File: config.mk
export PLATFORM = sky130hd
export DESIGN_NAME = multi_button_debounce_status_core
export DESIGN_NICKNAME = d
export VERILOG_FILES = /design/src/mbds_pkg.sv /design/src/mbds_update.sv /design/src/multi_button_debounce_status_core.sv
export SDC_FILE = /design/constraint.sdc
export NUM_CORES = 1
export LEC_CHECK = 0
export ABC_AREA = 1
export CORE_ASPECT_RATIO = 0.7
export CORE_MARGIN = 1.5
export CORE_UTILIZATION = 45
export CTS_CLUSTER_SIZE = 16
export DETAILED_ROUTE_END_ITERATION = 10
export DONT_BUFFER_PORTS = 1
export PLACE_DENSITY = 0.63
export SLEW_MARGIN = 0
export SYNTH_ARGS = -nofsm -noshare
export SYNTH_HDL_FRONTEND = slang
export SYNTH_SLANG_ARGS = --single-unit
File: constraint.sdc
create_clock -name clk_i -period 4.1 [get_ports clk_i]
set_input_delay 0.205 -clock clk_i [delete_from_list [all_inputs] [get_ports clk_i]]
set_output_delay 0.205 -clock clk_i [all_outputs]
set_load 0.02 [all_outputs]
File: src/mbds_pkg.sv
// Shared types and constants for the multi-button debounce status block.
// Depends on nothing; imported by mbds_update, the top level and the testbench.
package mbds_pkg;

  // Button status codes.
  localparam logic [1:0] ST_REL_HELD   = 2'd0;
  localparam logic [1:0] ST_JUST_PRESS = 2'd1;
  localparam logic [1:0] ST_PRESS_HELD = 2'd2;
  localparam logic [1:0] ST_JUST_REL   = 2'd3;

  // Configuration register indexes.
  localparam logic CFG_PRESS_THR   = 1'b0;
  localparam logic CFG_RELEASE_THR = 1'b1;

  // One entry of the per-button state memory.
  typedef struct packed {
    logic [1:0] status;
    logic [7:0] press_cnt;
    logic [7:0] release_cnt;
  } mbds_entry_t;

endpackage

File: src/mbds_update.sv
// Next-state logic for one button entry: counter advance and status move.
// Depends on mbds_pkg for the entry type and the status codes.
module mbds_update
  import mbds_pkg::*;
(
  input  mbds_entry_t cur_i,
  input  logic        pressed_level_i,
  input  logic [7:0]  press_thr_i,
  input  logic [7:0]  release_thr_i,
  output mbds_entry_t nxt_o
);

  logic [7:0] cnt;
  logic [7:0] thr;
  logic [8:0] cnt_inc;
  logic       accepted;
  logic [7:0] cnt_nxt;

  // The counter of the sampled kind advances and saturates at its threshold.
  always_comb begin
    cnt      = pressed_level_i ? cur_i.press_cnt : cur_i.release_cnt;
    thr      = pressed_level_i ? press_thr_i : release_thr_i;
    cnt_inc  = {1'b0, cnt} + 9'd1;
    accepted = (cnt_inc >= {1'b0, thr});
    cnt_nxt  = accepted ? thr : cnt_inc[7:0];
  end

  // The other counter clears, and an accepted sample moves the status.
  always_comb begin
    nxt_o = cur_i;
    if (pressed_level_i) begin
      nxt_o.release_cnt = '0;
      nxt_o.press_cnt   = cnt_nxt;
      if (accepted) begin
        if (cur_i.status == ST_JUST_PRESS) begin
          nxt_o.status = ST_PRESS_HELD;
        end else if (cur_i.status != ST_PRESS_HELD) begin
          nxt_o.status = ST_JUST_PRESS;
        end
      end
    end else begin
      nxt_o.press_cnt   = '0;
      nxt_o.release_cnt = cnt_nxt;
      if (accepted) begin
        if (cur_i.status == ST_JUST_REL) begin
          nxt_o.status = ST_REL_HELD;
        end else if (cur_i.status != ST_REL_HELD) begin
          nxt_o.status = ST_JUST_REL;
        end
      end
    end
  end

endmodule

File: src/multi_button_debounce_status_core.sv
// Top level of the multi-button debounce status block: state memory, pipeline, ports.
// Depends on mbds_pkg and mbds_update.
//
// Usage: each input item carries one sample (button_index_i, pressed_level_i) and
// gives exactly one result item (button_echo_o, status_code_o) with that button's
// status after the update. Both channels use valid/ready. Samples for an index not
// below NUM_BUTTONS change nothing and report status 0.
// The user writes the thresholds through cfg_we_i/cfg_idx_i/cfg_wdata_i only while
// idle; the block does not enforce this. Counters and status per button live in a
// synchronous memory with a registered read. An item reads its entry when accepted,
// waits in the update stage and, when that stage advances, is updated and written back,
// and its result lands in the output register at that same edge. One item per cycle
// is sustained while out_ready_i is high; a hit on the last write is fed from a bypass.
// When the receiver stalls, the output register and the update stage both fill,
// then in_ready_o drops; nothing is lost. Reset (rst_ni low) restores thresholds
// of 3 and clears per-entry valid flags so every button reads as released-held
// with zero counters; no clearing pass is needed.
module multi_button_debounce_status_core
  import mbds_pkg::*;
#(
  parameter int NUM_BUTTONS = 3
) (
  input  logic       clk_i,
  input  logic       rst_ni,
  input  logic       in_valid_i,
  output logic       in_ready_o,
  input  logic [1:0] button_index_i,
  input  logic       pressed_level_i,
  output logic       out_valid_o,
  input  logic       out_ready_i,
  output logic [1:0] button_echo_o,
  output logic [1:0] status_code_o,
  input  logic       cfg_we_i,
  input  logic       cfg_idx_i,
  input  logic [7:0] cfg_wdata_i
);

  localparam int AddrW = (NUM_BUTTONS > 1) ? $clog2(NUM_BUTTONS) : 1;

  // Configuration registers.
  logic [7:0] press_thr_q;
  logic [7:0] release_thr_q;

  always_ff @(posedge clk_i or negedge rst_ni) begin
    if (!rst_ni) begin
      press_thr_q   <= 8'd3;
      release_thr_q <= 8'd3;
    end else if (cfg_we_i) begin
      unique case (cfg_idx_i)
        CFG_PRESS_THR:   press_thr_q   <= cfg_wdata_i;
        CFG_RELEASE_THR: release_thr_q <= cfg_wdata_i;
        default: ;
      endcase
    end
  end

  // Handshake and flow control.
  logic             s1_vld_q;
  logic             s1_adv;
  logic             in_acc;
  logic             out_vld_q;
  logic [31:0]      idx_ext;
  logic             in_range;
  logic [AddrW-1:0] in_addr;

  assign s1_adv     = !out_vld_q || out_ready_i;
  assign in_ready_o = !s1_vld_q || s1_adv;
  assign in_acc     = in_valid_i && in_ready_o;
  assign idx_ext    = 32'(button_index_i);
  assign in_range   = (idx_ext < 32'(NUM_BUTTONS));
  assign in_addr    = idx_ext[AddrW-1:0];

  // State memory with per-entry valid flags; an unwritten entry reads as reset.
  mbds_entry_t            mem_q [NUM_BUTTONS];
  logic [NUM_BUTTONS-1:0] ent_vld_q;
  mbds_entry_t            rdata_q;
  logic                   rd_ent_vld_q;
  logic                   mem_we;
  mbds_entry_t            wdata;
  logic [AddrW-1:0]       s1_addr_q;

  always_ff @(posedge clk_i) begin
    if (in_acc && in_range) begin
      rdata_q <= mem_q[in_addr];
    end
    if (mem_we) begin
      mem_q[s1_addr_q] <= wdata;
    end
  end

  always_ff @(posedge clk_i or negedge rst_ni) begin
    if (!rst_ni) begin
      ent_vld_q    <= '0;
      rd_ent_vld_q <= 1'b0;
    end else begin
      if (in_acc && in_range) begin
        rd_ent_vld_q <= ent_vld_q[in_addr];
      end
      if (mem_we) begin
        ent_vld_q[s1_addr_q] <= 1'b1;
      end
    end
  end

  // Update stage registers.
  logic       s1_rng_q;
  logic [1:0] s1_idx_q;
  logic       s1_level_q;

  always_ff @(posedge clk_i or negedge rst_ni) begin
    if (!rst_ni) begin
      s1_vld_q <= 1'b0;
    end else if (in_ready_o) begin
      s1_vld_q <= in_valid_i;
    end
  end

  always_ff @(posedge clk_i) begin
    if (in_acc) begin
      s1_rng_q   <= in_range;
      s1_idx_q   <= button_index_i;
      s1_level_q <= pressed_level_i;
      s1_addr_q  <= in_addr;
    end
  end

  // Bypass of the last write, which the memory read may have missed.
  logic             wr_vld_q;
  logic [AddrW-1:0] wr_addr_q;
  mbds_entry_t      wr_data_q;
  logic             fwd_hit;
  mbds_entry_t      cur_ent;

  always_ff @(posedge clk_i or negedge rst_ni) begin
    if (!rst_ni) begin
      wr_vld_q <= 1'b0;
    end else if (mem_we) begin
      wr_vld_q <= 1'b1;
    end
  end

  always_ff @(posedge clk_i) begin
    if (mem_we) begin
      wr_addr_q <= s1_addr_q;
      wr_data_q <= wdata;
    end
  end

  assign fwd_hit = wr_vld_q && (wr_addr_q == s1_addr_q);

  always_comb begin
    if (fwd_hit) begin
      cur_ent = wr_data_q;
    end else if (rd_ent_vld_q) begin
      cur_ent = rdata_q;
    end else begin
      cur_ent = '0;
    end
  end

  // Counter and status update.
  mbds_update u_update (
    .cur_i          (cur_ent),
    .pressed_level_i(s1_level_q),
    .press_thr_i    (press_thr_q),
    .release_thr_i  (release_thr_q),
    .nxt_o          (wdata)
  );

  assign mem_we = s1_vld_q && s1_adv && s1_rng_q;

  // Output register.
  logic [1:0] out_echo_q;
  logic [1:0] out_status_q;

  always_ff @(posedge clk_i or negedge rst_ni) begin
    if (!rst_ni) begin
      out_vld_q <= 1'b0;
    end else if (s1_adv) begin
      out_vld_q <= s1_vld_q;
    end
  end

  always_ff @(posedge clk_i) begin
    if (s1_vld_q && s1_adv) begin
      out_echo_q   <= s1_idx_q;
      out_status_q <= s1_rng_q ? wdata.status : ST_REL_HELD;
    end
  end

  assign out_valid_o   = out_vld_q;
  assign button_echo_o = out_echo_q;
  assign status_code_o = out_status_q;

  // Checks on the pipeline and the update.
  a_stall_full : assert property (@(posedge clk_i) disable iff (!rst_ni)
    !in_ready_o |-> (s1_vld_q && out_vld_q))
    else $error("input stalled while a pipeline stage is free");

  a_adv_out : assert property (@(posedge clk_i) disable iff (!rst_ni)
    (s1_vld_q && s1_adv) |=> out_vld_q)
    else $error("item left the update stage but no result is valid");

  a_rel_clr : assert property (@(posedge clk_i) disable iff (!rst_ni)
    (mem_we && !s1_level_q) |-> (wdata.press_cnt == 8'd0))
    else $error("press counter kept for a released sample");

  a_we_range : assert property (@(posedge clk_i) disable iff (!rst_ni)
    mem_we |-> (s1_vld_q && s1_rng_q))
    else $error("state written for an out-of-range button");

endmodule

==> impl_metrics.env <==
export IMPL_cp_required_ns=4.26
export IMPL_numClockSinks=123
export IMPL_die_y_um=95.56
export IMPL_critPathBufInv=3
export IMPL_hold_path_depth=2
export IMPL_tightest_slew_ns=1.105
export IMPL_p_leak_uw=0.002740
export IMPL_yosysWarnings=0
export IMPL_slowest_stage="edfxtp_1"
export IMPL_drv_slew=0
export IMPL_cts_root_buf="clkbuf_16"
export IMPL_htree_levels=4
export IMPL_dpl_hpwl_um=7851
export IMPL_vias=3761
export IMPL_max_freq_ghz=0.2746
export IMPL_cts_made_buffers=17
export IMPL_drt_pass1_iterations=5
export IMPL_die_x_um=135.2
export IMPL_portBuffers=0
export IMPL_rsz0062_at_grt="false"
export IMPL_multi_input_area_sq_um=1612
export IMPL_grt_pass1_wl_um=19340
export IMPL_setup_viol=0
export IMPL_crit_top_cell="nand2_1"
export IMPL_power_density_nw_per_um2=584.6
export IMPL_critPathLaunchType="register"
export IMPL_ir_worst_vdd_v=0.0003750
export IMPL_path_class="register to register"
export IMPL_cp_end_kind="register"
export IMPL_yosysUniqueCellTypes=29
export IMPL_r2r_start="s1_level_q"
export IMPL_placed_cell_area_sq_um=5693
export IMPL_avgSynthCellArea_sq_um=10.29
export IMPL_grt_pass1_vias=3546
export IMPL_finalClockSkew_ns=0.008286
export IMPL_fillers=1018
export IMPL_die_area_sq_um=12920
export IMPL_status="finished clean"
export IMPL_cts_tree="done"
export IMPL_critPathArrivalTime_ns=3.80
export IMPL_finalHoldViolations=0
export IMPL_path_clk_slew_ns=0.05
export IMPL_antenna_found_initial=1
export IMPL_critPathMaxFanout=12
export IMPL_min_from="button_index_i[1]"
export IMPL_coreArea_sq_um=11810
export IMPL_final_cell_mix="nand2_1, edfxtp_1, nor2_1, inv_1, a21oi_1"
export IMPL_routed_wl_um=12310
export IMPL_drt_first_iter_violations=303
export IMPL_cts_buffer_depth=2
export IMPL_final_common_cell="nand2_1"
export IMPL_final_area_sq_um=6469
export IMPL_netlist_area_sq_um=5508
export IMPL_rows=33
export IMPL_fin_tns_setup_ns=0
export IMPL_reg2reg_depth=23
export IMPL_via_per_inst=5.131
export IMPL_syn_num_nets=561
export IMPL_yosys_register_bits=123
export IMPL_wl_per_cell_um=16.79
export IMPL_period_share_pct=88.83
export IMPL_drt_drc_violations_left=0
export IMPL_synthCells=535
export IMPL_grt_overflow_total=0
export IMPL_syn_to_final_growth_pct=17.45
export IMPL_hp_class="input port to register"
export IMPL_grt_max_degree=24
export IMPL_r2r_end="wr_data_q[12]"
export IMPL_clk_latency_ns=0.42
export IMPL_path_delay_family="simple AND/OR/NAND/NOR gates"
export IMPL_ios=23
export IMPL_whs_endpoint="rdata_q[0]"
export IMPL_crit_chain="buf_4 -> nand2_1 -> nand2_1 -> nand3_1 -> nand2_2 -> ha_1 -> nand3_1 -> nor2_2 -> xor2_1 -> inv_1 -> ha_1 -> nand2_1 -> inv_1 -> nand2_1 -> nand2_1 -> nand2_1 -> nand2_1 -> nand2_1 -> nand2_1 -> nor2_4 -> nand2_1 -> nand2_1 -> nor2_1"
export IMPL_routabilityCongestion=0.8893
export IMPL_r2r_slack_ns=0.46
export IMPL_grt_use_total_pct=20.80
export IMPL_slew_headroom_pct=26.10
export IMPL_start_util_pct=46.64
export IMPL_fin_nets=588
export IMPL_final_seq_area_sq_um=3583
export IMPL_ys_seq_area_share_pct=65.06
export IMPL_drive_gt1_share_pct=12.17
export IMPL_cap_viol_max_count=0
export IMPL_layout_min_cycle_time_ns=3.642
export IMPL_ant_nets=0
export IMPL_slowest_delay_ns=0.54
==> repair_timing <==
action                     4_1_cts  5_1_grt
setup buffers                    0        0
hold endpoints to repair        46        0
setup endpoints to repair        0        4
resized for setup                0        1
hold buffers                    14        0
==> sequential cells by signal, summed over array words and instances, names as in the netlist <==
signal and flops:
ent_vld_q 3, wr_vld_q 1, status_code_o 2, s1_idx_q 2, rd_ent_vld_q 1, button_echo_o 2, out_valid_o 1, release_thr_q 8
mem_q 54, wr_addr_q 2, press_thr_q 8, s1_rng_q 1, rdata_q 18, wr_data_q 18, s1_level_q 1, s1_vld_q 1
==> cell usage after synthesis (all sizes together) <==
| master | number | area share [%] |
|---|---|---|
| dfstp | 4 | 1.9 |
| o31ai | 1 | 0.14 |
| or2 | 1 | 0.11 |
| dfrtp | 19 | 8.6 |
| nand2 | 157 | 11 |
| clkbuf | 6 | 0.41 |
| nand3 | 25 | 2.7 |
| xor2 | 2 | 0.32 |
| nor2 | 63 | 4.8 |
| buf | 12 | 1.5 |
| o21ai | 29 | 2.6 |
| mux2i | 7 | 1.3 |
| edfxtp | 100 | 55 |
| a21oi | 41 | 3.7 |
| inv | 54 | 3.7 |
| clkinv | 3 | 0.20 |
| and2 | 2 | 0.23 |
| ha | 9 | 2.0 |
==> per-stage QoR <==
step | setup WS [ns] | hold WS, ns | cells | total power (uW) | utilization [%]
CTS | 0.3614 | 0.02393 | 732 | 3799 | 54.72
floorplan | 1.050 | -0.09059 | 535 | 2040 | -
detailed placement | 0.3806 | -0.08834 | 686 | 2202 | 48.21
global route | 0.1016 | 0.03469 | 733 | 3950 | 54.78
global placement | 0.5319 | -0.08848 | 686 | 2185 | 48.21
finish | 0.4578 | 0.03930 | 733 | 3781 | 54.78
==> power breakdown <==
group	internal, uW	switching, uW
combinational	178	419
clock	1050	534
sequential	1550	56.5
total	2770	1010
==> cells by family after synthesis <==
group	after synthesis	synth area share, %
and+or+nand+nor	248	18.92
DFF	123	65.06
buffers and inverters	75	5.884
AOI/OAI and AO/OA	71	6.497
adders and majority gates	9	2.045
muxes	7	1.272
xor gates and xnor gates	2	0.3181
==> per-layer routing <==
| layer | global-route usage, % | vias to the layer above | wire, um |
|---|---|---|---|
| li1 | - | 1828 | - |
| met1 | 30.44 | 1788 | 6178 |
| met2 | 29.59 | 130 | 5112 |
| met3 | 4.944 | 15 | 837 |
| met4 | 8.602 | 0 | 177 |
| met5 | 0 | - | 0 |
==> cell type report <==
| type | count | area share (%) |
|---|---|---|
| Clock inverter | 11 | 2.592 |
| Sequential cell | 123 | 55.40 |
| Multi-Input combinational cell | 337 | 24.91 |
| Timing Repair Buffer | 26 | 3.559 |
| Inverter | 57 | 3.346 |
| Tap cell | 157 | 3.037 |
| Antenna cell | 1 | 0.03868 |
| Clock buffer | 21 | 7.118 |
==> how the worst max path moves through the flow <==
stage,start,to,cells past startpoint
6_report,s1_level_q,wr_data_q[12],23
5_1_grt,s1_level_q,mem_q[0][12],23
4_1_cts,s1_idx_q[0],mem_q[2][12],23
3_5_place_dp,s1_idx_q[0],mem_q[2][12],23
3_3_place_gp,s1_idx_q[0],mem_q[1][17],23
2_1_floorplan,out_valid_o,mem_q[0][0],5
No activity file was read; power rests on OpenSTA's default activity.
